File: config.mk
export PLATFORM = sky130hd
export DESIGN_NAME = opf_ctrl
export DESIGN_NICKNAME = d
export VERILOG_FILES = /design/src/opf_pkg.sv /design/src/opf_ctrl.sv
export SDC_FILE = /design/constraint.sdc
export NUM_CORES = 1
export LEC_CHECK = 0
export BUFFER_PORTS_ARGS = -buffer_cell sky130_fd_sc_hd__buf_2
export CAP_MARGIN = 25
export CORE_MARGIN = 3
export CORE_UTILIZATION = 47
export CTS_CLUSTER_DIAMETER = 30
export DETAILED_ROUTE_END_ITERATION = 10
export PLACE_DENSITY = 0.68
export SETUP_SLACK_MARGIN = 0.2
export SLEW_MARGIN = 30
export SYNTH_ARGS = -nofsm -noshare
export SYNTH_HDL_FRONTEND = slang
export SYNTH_SLANG_ARGS = --single-unit
File: constraint.sdc
create_clock -name clk -period 4.5 [get_ports clk]
set_clock_uncertainty 0.2 [all_clocks]
set_input_delay 0.675 -clock clk [delete_from_list [all_inputs] [get_ports clk]]
set_output_delay 0.675 -clock clk [all_outputs]
set_load 0.05 [all_outputs]
File: src/opf_pkg.sv
`timescale 1ns / 1ps
// Shared types, constants and helper functions of the one-pole filter unit.
// No dependencies; the controller, datapath, filter unit, checker and testbench import this package.
package opf_pkg;

  // Default channel count and reset value of the inverse sample rate
  localparam int          OPF_CHANNELS = 8;
  localparam logic [31:0] ISR_RESET    = 32'd89478;

  // pi in Q2.22 and one in Q1.30
  localparam logic [23:0] PI_Q22  = 24'd13176795;
  localparam logic [30:0] ONE_Q30 = 31'h4000_0000;

  // Reciprocals ceil(2^37 / k) for exact floor division of values below 2^30
  localparam int          RECIP_SHIFT = 37;
  localparam logic [36:0] RECIP_72 = 37'(((64'd1 << RECIP_SHIFT) + 64'd71) / 64'd72);
  localparam logic [36:0] RECIP_42 = 37'(((64'd1 << RECIP_SHIFT) + 64'd41) / 64'd42);
  localparam logic [36:0] RECIP_20 = 37'(((64'd1 << RECIP_SHIFT) + 64'd19) / 64'd20);
  localparam logic [36:0] RECIP_6  = 37'(((64'd1 << RECIP_SHIFT) + 64'd5) / 64'd6);
  localparam logic [36:0] RECIP_90 = 37'(((64'd1 << RECIP_SHIFT) + 64'd89) / 64'd90);
  localparam logic [36:0] RECIP_56 = 37'(((64'd1 << RECIP_SHIFT) + 64'd55) / 64'd56);
  localparam logic [36:0] RECIP_30 = 37'(((64'd1 << RECIP_SHIFT) + 64'd29) / 64'd30);
  localparam logic [36:0] RECIP_12 = 37'(((64'd1 << RECIP_SHIFT) + 64'd11) / 64'd12);
  localparam logic [36:0] RECIP_2  = 37'(((64'd1 << RECIP_SHIFT) + 64'd1) / 64'd2);

  // Series step indexes: sine uses 0..3, cosine 4..8
  localparam logic [3:0] TAY_FIRST    = 4'd0;
  localparam logic [3:0] TAY_SIN_LAST = 4'd3;
  localparam logic [3:0] TAY_COS_LAST = 4'd8;
  localparam logic [3:0] DIV_LAST     = 4'd15;

  typedef enum logic [3:0] {
    ST_IDLE,
    ST_MUL_P,
    ST_MUL_W,
    ST_DIVU_LOAD,
    ST_DIVU,
    ST_U2,
    ST_TAY_INIT,
    ST_TAY_DIVC,
    ST_TAY_MUL,
    ST_SIN_OUT,
    ST_DIVG_LOAD,
    ST_DIVG,
    ST_FLT_MUL,
    ST_FLT_UPD
  } ctrl_state_t;

  typedef enum logic [3:0] {
    OP_NONE,
    OP_LOAD,
    OP_MUL_P,
    OP_MUL_W,
    OP_DIVU_LOAD,
    OP_DIV_STEP,
    OP_U2,
    OP_TAY_INIT,
    OP_TAY_DIVC,
    OP_TAY_MUL,
    OP_SIN_OUT,
    OP_DIVG_LOAD,
    OP_FLT_MUL,
    OP_FLT_UPD
  } dp_op_t;

  typedef struct packed {
    dp_op_t     op;
    logic [3:0] idx;
  } dp_cmd_t;

  // Reciprocal of the series divisor for one step
  function automatic logic [36:0] div_recip(input logic [3:0] idx);
    logic [36:0] r;
    unique case (idx)
      4'd0:    r = RECIP_72;
      4'd1:    r = RECIP_42;
      4'd2:    r = RECIP_20;
      4'd3:    r = RECIP_6;
      4'd4:    r = RECIP_90;
      4'd5:    r = RECIP_56;
      4'd6:    r = RECIP_30;
      4'd7:    r = RECIP_12;
      4'd8:    r = RECIP_2;
      default: r = RECIP_2;
    endcase
    return r;
  endfunction

  // Clamp to 24-bit signed
  function automatic logic signed [23:0] sat24(input logic signed [27:0] v);
    logic signed [23:0] r;
    if (v > 28'sd8388607) r = 24'sh7fffff;
    else if (v < -28'sd8388608) r = 24'sh800000;
    else r = v[23:0];
    return r;
  endfunction

  // Clamp to 16-bit signed
  function automatic logic signed [15:0] sat16(input logic signed [21:0] v);
    logic signed [15:0] r;
    if (v > 22'sd32767) r = 16'sh7fff;
    else if (v < -22'sd32768) r = 16'sh8000;
    else r = v[15:0];
    return r;
  endfunction

endpackage

File: src/opf_ctrl.sv
`timescale 1ns / 1ps
// Sequencer for the filter unit: steps the datapath through gain, divide and update.
// Depends on opf_pkg.
module opf_ctrl import opf_pkg::*; (
  input  logic    clk,
  input  logic    rst_n,
  input  logic    in_valid,
  output logic    in_ready,
  output logic    out_valid,
  input  logic    out_ready,
  output dp_cmd_t cmd
);

  ctrl_state_t state_r, state_nxt;
  logic [3:0]  cnt_r, cnt_nxt;
  logic [3:0]  idx_r, idx_nxt;
  logic        out_valid_r, out_valid_nxt;
  logic        commit;

  // State and counters
  always_ff @(posedge clk) begin
    if (!rst_n) begin
      state_r     <= ST_IDLE;
      cnt_r       <= '0;
      idx_r       <= '0;
      out_valid_r <= 1'b0;
    end else begin
      state_r     <= state_nxt;
      cnt_r       <= cnt_nxt;
      idx_r       <= idx_nxt;
      out_valid_r <= out_valid_nxt;
    end
  end

  // Next state and datapath commands
  always_comb begin
    state_nxt = state_r;
    cnt_nxt   = cnt_r;
    idx_nxt   = idx_r;
    cmd.op    = OP_NONE;
    cmd.idx   = idx_r;
    in_ready  = 1'b0;
    commit    = 1'b0;
    unique case (state_r)
      ST_IDLE: begin
        in_ready = 1'b1;
        if (in_valid) begin
          cmd.op    = OP_LOAD;
          state_nxt = ST_MUL_P;
        end
      end
      ST_MUL_P: begin
        cmd.op    = OP_MUL_P;
        state_nxt = ST_MUL_W;
      end
      ST_MUL_W: begin
        cmd.op    = OP_MUL_W;
        state_nxt = ST_DIVU_LOAD;
      end
      ST_DIVU_LOAD: begin
        cmd.op    = OP_DIVU_LOAD;
        cnt_nxt   = '0;
        state_nxt = ST_DIVU;
      end
      ST_DIVU: begin
        cmd.op  = OP_DIV_STEP;
        cnt_nxt = cnt_r + 4'd1;
        if (cnt_r == DIV_LAST) begin
          cnt_nxt   = '0;
          state_nxt = ST_U2;
        end
      end
      ST_U2: begin
        cmd.op    = OP_U2;
        idx_nxt   = TAY_FIRST;
        state_nxt = ST_TAY_INIT;
      end
      ST_TAY_INIT: begin
        cmd.op    = OP_TAY_INIT;
        state_nxt = ST_TAY_DIVC;
      end
      ST_TAY_DIVC: begin
        cmd.op  = OP_TAY_DIVC;
        idx_nxt = idx_r + 4'd1;
        if (idx_r == TAY_SIN_LAST) state_nxt = ST_SIN_OUT;
        else if (idx_r == TAY_COS_LAST) state_nxt = ST_DIVG_LOAD;
        else state_nxt = ST_TAY_MUL;
      end
      ST_TAY_MUL: begin
        cmd.op    = OP_TAY_MUL;
        state_nxt = ST_TAY_DIVC;
      end
      ST_SIN_OUT: begin
        cmd.op    = OP_SIN_OUT;
        state_nxt = ST_TAY_INIT;
      end
      ST_DIVG_LOAD: begin
        cmd.op    = OP_DIVG_LOAD;
        cnt_nxt   = '0;
        state_nxt = ST_DIVG;
      end
      ST_DIVG: begin
        cmd.op  = OP_DIV_STEP;
        cnt_nxt = cnt_r + 4'd1;
        if (cnt_r == DIV_LAST) begin
          cnt_nxt   = '0;
          state_nxt = ST_FLT_MUL;
        end
      end
      ST_FLT_MUL: begin
        cmd.op    = OP_FLT_MUL;
        state_nxt = ST_FLT_UPD;
      end
      ST_FLT_UPD: begin
        // hold until the result register is free
        if (!out_valid_r || out_ready) begin
          cmd.op    = OP_FLT_UPD;
          commit    = 1'b1;
          state_nxt = ST_IDLE;
        end
      end
      default: state_nxt = ST_IDLE;
    endcase
  end

  // Result beat held until taken
  always_comb begin
    out_valid_nxt = out_valid_r;
    if (commit) out_valid_nxt = 1'b1;
    else if (out_ready) out_valid_nxt = 1'b0;
  end

  assign out_valid = out_valid_r;

  a_accept_starts: assert property (@(posedge clk) disable iff (!rst_n)
    (in_valid && in_ready) |=> (state_r == ST_MUL_P))
    else $error("accepted beat did not start the sequence");

  a_cnt_only_div: assert property (@(posedge clk) disable iff (!rst_n)
    (cnt_r != 4'd0) |-> (state_r == ST_DIVU || state_r == ST_DIVG))
    else $error("divide counter live outside a divide");

  a_idx_range: assert property (@(posedge clk) disable iff (!rst_n)
    (state_r == ST_TAY_DIVC) |-> (idx_r <= TAY_COS_LAST))
    else $error("series step index out of range");

  a_commit_shows: assert property (@(posedge clk) disable iff (!rst_n)
    commit |=> out_valid_r)
    else $error("committed result not presented");

endmodule

==> impl_metrics.toml, run 1 <==
[clock_tree]
clk_pin_slew_worst_paths_ns = 0.08
cts_tree = "yes"
clockBufferDepth = 2
cts.hold.buffers_added = 0
ctsResizeCount = 0
root_buf_cell = "sky130_fd_sc_hd__clkbuf_4"
htreeDepth = 1
post_cts_buffers = 0
numClockSinks = 13
cts-buffers-inserted = 3
insertion_delay_ns = 0.28

[finish]
insertedDiodeCount = 0
flow.area_growth_from_synthesis_pct = 8.28
finish.net_count = 133
num-fill-cells = 179
multiInputGateArea_um2 = 613
seq_area_um2 = 260
post_route_cells_drive_above_1_share = 0.192

[yosys]
syn_nets = 124
synth_enable_flop_cells = 0
synthesis.area_um2 = 937
seq_total_area_yosys = 0.278
number_of_standard_cells_after_synthesis = 117
synthFlopType = "sky130_fd_sc_hd__dfxtp_1"
ys_ff_latch = 13
count_of_distinct_cell_types_in_the_synthesized_netlist = 39
postSynth.asyncResetShare = 0
post_synthesis_mean_instance_area_um2 = 8.01
ys_warn_count = 0

[placement]
gpl_congestion = 0.788
detailedPlace.worstSlack_ns = 1.99
dp_hpwl_um = 1350
io_buffers = 13

[floorplan]
die_width_um = 50.7
die_h_um = 50.7
placement_rows = 15
initial_core_util = 0.520
boundaryPins = 14
design.core.area_um2 = 1800
dieArea_um2 = 2570

[route]
post-route-drc-count = 0
routed_wire_length_per_instance_um = 12.9
detail_route.vias_per_cell = 5.86
total_routed_wirelength_um = 1940
vias = 879
route.antenna.remaining_nets = 0
met1Wirelength_um = 867
first_iter_violations = 20
met3_length_um = 86
top_layer = "met4"
wl_met2_um = 955
firstDrtPassIters = 4

[worst_setup_path]
crit_path_cell_trace = "inv_1, o21ba_2, o21ai_0, o21ai_0, buf_2"
worst_ep_required_time_ns = 3.62
worstSetupPathType = "flip-flop to output pin"
worstPathArrival_ns = 1.95
timing.critical_path.from_type = "flip-flop"
worst-path-max-fanout = 18
critPathBufInv = 2
cpMaxStageDelayCell = "sky130_fd_sc_hd__dfxtp_1"
path_delay_family = "flip-flops"
critPathMaxStageDelay_ns = 0.71
worst_r2r_endpoint = "cnt_r[3]"
reg2reg_depth = 4
worstReg2RegStart = "state_r[2]"
critical_path.endpoint_type = "output pin"
r2r_slack_ns = 2.38
cp_common_cell = "sky130_fd_sc_hd__o21ai_0"

[global_route]
grt_first_pass_wirelength_um = 3590
grt_max_degree = 25
gr-usage-all-layers = 0.180
vias_in_the_first_global_route = 807
grt_antenna_before_repair = 0
globalRoute.totalOverflow = 0

[sta]
timing.setup.tns_ns = 0
setup_viol = 0
worst_slew_margin_rel = 0.535
fin_hold_ws_ns = 0.340
final-hold-violation-count = 0
rsz0062_at_grt = "no"
post-route-period-util = 0.627
f_max_mhz = 355
timing.final.max_slew_violations = 0
worst_pin_slew_ns = 0.697
period_needed_ns = 2.82
setup_slack_ns = 1.68

[min_path]
worstHoldStart = "idx_r[3]"
min_to = "idx_r[3]"
class_of_the_tightest_hold_or_removal_check = "flip-flop to flip-flop"
whs_path_depth = 2

[power]
power.density_cell_area_nw_per_um2 = 563
power_total_mw = 0.571
power.leakage_nw = 0.369
irDropWorstVdd_v = 0.000367

[run]
cap_viol_max_count = 0

[status]
run_status = "completed"
per-stage QoR:
stage | utilization | cell area (um2) | instances
6_report | 0.563 | 1010 | 150
5_1_grt | 0.563 | 1010 | 150
4_1_cts | 0.563 | 1010 | 150
3_5_place_dp | 0.549 | 988 | 146
3_3_place_gp | 0.549 | 988 | 146
2_1_floorplan | - | 937 | 117
worst register-to-register path: stages (launching register included):
cell,delay (ns)
sky130_fd_sc_hd__dfxtp_1,0.69
sky130_fd_sc_hd__or4b_4,0.58
sky130_fd_sc_hd__a21oi_4,0.23
sky130_fd_sc_hd__a41oi_1,0.17
sky130_fd_sc_hd__nor3b_2,0.18
layer usage:
layer | GRT usage | vias to the layer above
met5 | 0 | -
met4 | 0.0807 | 0
met3 | 0.0356 | 4
met2 | 0.289 | 20
met1 | 0.231 | 409
li1 | - | 446
where the power goes:
group / total [mW] / switching, mW / leakage (nW) / internal (mW)
logic: 0.299 / 0.191 / 0.249 / 0.108
registers: 0.200 / 0.0687 / 0.105 / 0.131
clock network: 0.0728 / 0.0384 / 0.0150 / 0.0344
total: 0.571 / 0.298 / 0.369 / 0.273
cells in the mapped netlist (2+ instances only):
cell / instances / area [um2]
sky130_fd_sc_hd__o21a_1: 2 / 15.0
sky130_fd_sc_hd__and2_1: 3 / 18.8
sky130_fd_sc_hd__inv_1: 5 / 18.8
sky130_fd_sc_hd__nand4b_1: 4 / 35.0
sky130_fd_sc_hd__a21boi_0: 3 / 22.5
sky130_fd_sc_hd__a211oi_1: 3 / 22.5
sky130_fd_sc_hd__dfxtp_1: 13 / 260
sky130_fd_sc_hd__nand2_1: 7 / 26.3
sky130_fd_sc_hd__nor4_1: 3 / 18.8
sky130_fd_sc_hd__nor3_1: 4 / 20.0
sky130_fd_sc_hd__nand3_1: 5 / 25.0
sky130_fd_sc_hd__a22oi_1: 2 / 15.0
sky130_fd_sc_hd__a21oi_1: 8 / 40.0
sky130_fd_sc_hd__mux2_2: 2 / 22.5
sky130_fd_sc_hd__nand3b_1: 3 / 22.5
sky130_fd_sc_hd__buf_2: 3 / 15.0
sky130_fd_sc_hd__nand2b_1: 6 / 37.5
sky130_fd_sc_hd__ha_1: 3 / 37.5
sky130_fd_sc_hd__nor2_1: 3 / 11.3
sky130_fd_sc_hd__o21ai_0: 7 / 35.0
sky130_fd_sc_hd__and3_1: 2 / 12.5
sky130_fd_sc_hd__nor2b_1: 5 / 31.3
sky130_fd_sc_hd__clkbuf_1: 5 / 18.8
flip-flops by register name, summed over array words and instances (netlist names):
register	cells
cnt_r	4
out_valid	1
idx_r	4
state_r	4
worst max-delay path by stage:
stage / start / slack, ns / cells past startpoint / end
floorplan: state_r[1] / 1.38 / 4 / cmd[4]
finish: state_r[0] / 1.68 / 5 / cmd[7]
CTS: state_r[0] / 1.69 / 5 / cmd[7]
detailed placement: out_ready / 1.99 / 6 / cmd[7]
global route: state_r[0] / 1.46 / 5 / cmd[7]
global placement: out_ready / 2.03 / 6 / cmd[7]
placed cells by master (no fill, tap or decap), types with 4 or more instances in the layout:
| master | netlist | routed |
|---|---|---|
| sky130_fd_sc_hd__dfxtp_1 | 13 | 13 |
| sky130_fd_sc_hd__buf_2 | 3 | 13 |
| sky130_fd_sc_hd__a21oi_1 | 8 | 8 |
| sky130_fd_sc_hd__o21ai_0 | 7 | 7 |
| sky130_fd_sc_hd__nand2_1 | 7 | 7 |
| sky130_fd_sc_hd__nand2b_1 | 6 | 6 |
| sky130_fd_sc_hd__nand3_1 | 5 | 5 |
| sky130_fd_sc_hd__inv_1 | 5 | 5 |
| sky130_fd_sc_hd__nor2b_1 | 5 | 5 |
| sky130_fd_sc_hd__nor3_1 | 4 | 4 |
| sky130_fd_sc_hd__nand4b_1 | 4 | 4 |
layout make-up:
type,count,area share
Clock buffer,4,0.0259
Inverter,5,0.0185
Multi-Input combinational cell,90,0.604
Sequential cell,13,0.256
Tap cell,25,0.0308
Timing Repair Buffer,13,0.0641
kinds of logic (layout without fill, tap and decap cells):
group | count (synthesis) | count (layout) | share of synthesized area
AO/OA/AOI/OAI | 33 | 33 | 0.244
XOR/XNOR | 1 | 1 | 0.00935
adder cells (fa/ha/maj) | 3 | 3 | 0.0401
buffers and inverters | 14 | 22 | 0.0681
flip-flops | 13 | 13 | 0.278
multiplexers | 3 | 3 | 0.0347
AND/OR/NAND/NOR | 50 | 50 | 0.326
(Power assumes the default switching activity.)
==> run 2: changes to the inputs <==
Settings changed: ABC_AREA from default to 1.
Clock period 4.5 ns to 2.9 ns, I/O delays scaled along.
==> impl_metrics.toml, run 2 <==
[floorplan]
dieArea_um2 = 2410
die_h_um = 49.1
die_width_um = 49.1
design.core.area_um2 = 1630
boundaryPins = 14
initial_core_util = 0.537
placement_rows = 14

[worst_setup_path]
critical_path.startpoint = "state_r[2]"
cp_num_cells = 7
path_delay_family = "flip-flops"
timing.critical_path.from_type = "flip-flop"
crit_path_cell_trace = "nand2_1, inv_2, nand3_1, nand2_1, inv_1, o211ai_1, buf_2"
worstReg2RegStart = "state_r[2]"
critPathBufInv = 3
worstSetupPathType = "flip-flop to output pin"
cp_common_cell = "sky130_fd_sc_hd__nand2_1"
critical_path.endpoint_type = "output pin"
critPathMaxStageDelay_ns = 0.47
worstPathArrival_ns = 1.63
cpMaxStageDelayCell = "sky130_fd_sc_hd__dfxtp_1"
worst-path-max-fanout = 5
reg2reg_depth = 7
worst_ep_required_time_ns = 2.27

[clock_tree]
root_buf_cell = "sky130_fd_sc_hd__clkbuf_4"
htreeDepth = 1
cts.hold.buffers_added = 0
clk_pin_slew_worst_paths_ns = 0.08
clockBufferDepth = 2
cts_tree = "yes"
numClockSinks = 13
insertion_delay_ns = 0.28
ctsResizeCount = 0
post_cts_buffers = 0
cts-buffers-inserted = 3

[power]
power.leakage_nw = 0.491
power_total_mw = 0.970
power.density_cell_area_nw_per_um2 = 974
irDropWorstVdd_v = 0.000445

[yosys]
seq_total_area_yosys = 0.298
synthesis.area_um2 = 875
ys_warn_count = 0
synthFlopType = "sky130_fd_sc_hd__dfxtp_1"
synth_top_area_frac = 0.298
number_of_standard_cells_after_synthesis = 139
postSynth.asyncResetShare = 0
synth_top_area_cell = "sky130_fd_sc_hd__dfxtp_1"
post_synthesis_mean_instance_area_um2 = 6.29
syn_nets = 146
synth_enable_flop_cells = 0
ys_ff_latch = 13
synth_commonest_cells = "sky130_fd_sc_hd__nand2_1, sky130_fd_sc_hd__inv_1, sky130_fd_sc_hd__nand3_1"
yosysMostFrequentCell = "sky130_fd_sc_hd__nand2_1"
count_of_distinct_cell_types_in_the_synthesized_netlist = 23
synth_top_cells_by_area = "sky130_fd_sc_hd__dfxtp_1, sky130_fd_sc_hd__nand2_1, sky130_fd_sc_hd__nand3_1"

[sta]
rsz0062_at_grt = "no"
fin_hold_ws_ns = 0.210
post-route-period-util = 0.781
timing.setup.tns_ns = 0
period_needed_ns = 2.27
setup_slack_ns = 0.634
f_max_mhz = 441
setup_viol = 0
final-hold-violation-count = 0
timing.final.max_slew_violations = 0
worst_slew_margin_rel = 0.755
worst_pin_slew_ns = 0.365

[placement]
io_buffers = 13
dp_hpwl_um = 1640
gpl_congestion = 0.945
detailedPlace.worstSlack_ns = 0.937
numPlacedInstances = 176
dpl-instance-area_um2 = 970

[min_path]
worstHoldStart = "rst_n"
whs_path_depth = 3
class_of_the_tightest_hold_or_removal_check = "input port to flip-flop"

[finish]
layout_common_cells = "sky130_fd_sc_hd__nand2_1, sky130_fd_sc_hd__inv_1, sky130_fd_sc_hd__nand3_1"
most_common_library_cell_in_the_layout_ignoring_fill_and_taps = "sky130_fd_sc_hd__nand2_1"
post-route-cell-area_um2 = 996
finish.net_count = 164
insertedDiodeCount = 0
flow.area_growth_from_synthesis_pct = 13.9
layout_top_registers = "cnt_r: 4 flops, idx_r: 4 flops, state_r: 4 flops"
fin_util = 0.611
final-instance-count-excl-fill = 180
post_route_cells_drive_above_1_share = 0.218

[route]
detail_route.vias_per_cell = 5.22
post-route-drc-count = 0
first_iter_violations = 13
routed_wire_length_per_instance_um = 11.6
route.antenna.remaining_nets = 0
firstDrtPassIters = 4
total_routed_wirelength_um = 2090
vias = 940

[global_route]
gr-usage-all-layers = 0.188
grt_antenna_before_repair = 0
vias_in_the_first_global_route = 861
grt_max_degree = 10
globalRoute.totalOverflow = 0
grt_first_pass_wirelength_um = 3610

[status]
run_status = "completed"

[run]
cap_viol_max_count = 0
run 2: metal layers:
layer  up-vias  track usage  part of all wire
met5         -            0                 0
met4         0       0.0948             0.023
met3         6       0.0183             0.039
met2        24        0.297              0.45
met1       421        0.251              0.48
li1        489            -                 -
run 2: worst paths after layout:
check                           slack [ns]    endpoint
worst max register to register        1.38  state_r[0]
worst max-delay path                  0.63      cmd[7]
worst min register to register        0.29    cnt_r[1]
worst min-delay path                  0.21  state_r[1]
run 2: where the power goes:
part | total (mW) | leakage [nW] | switching (mW) | internal (mW)
Combinational | 0.607 | 0.370 | 0.451 | 0.156
Sequential | 0.249 | 0.105 | 0.0421 | 0.207
Clock | 0.114 | 0.0150 | 0.0609 | 0.0534
run 2: area by class of cell:
type | count | area (um2)
timing repair buffer | 13 | 65.1
multi-input combinational | 105 | 536
fill | 181 | 633
sequential | 13 | 260
inverter | 21 | 78.8
clock buffer | 4 | 26.3
tap | 24 | 30.0
run 2: kinds of logic (layout without fill, tap and decap cells):
family,after synthesis,after routing,synth area share
and+or+nand+nor,79,79,0.415
AOI/OAI and AO/OA,22,22,0.144
adders and majority gates,3,3,0.0429
xor gates and xnor gates,1,1,0.0100
buffers and inverters,21,38,0.0901
DFF,13,13,0.298
run 2: worst min-delay path, delay by kind of cell:
kind,cells,cell delay [ns]
buffers and inverters,2,0.17
and+or+nand+nor,1,0.06
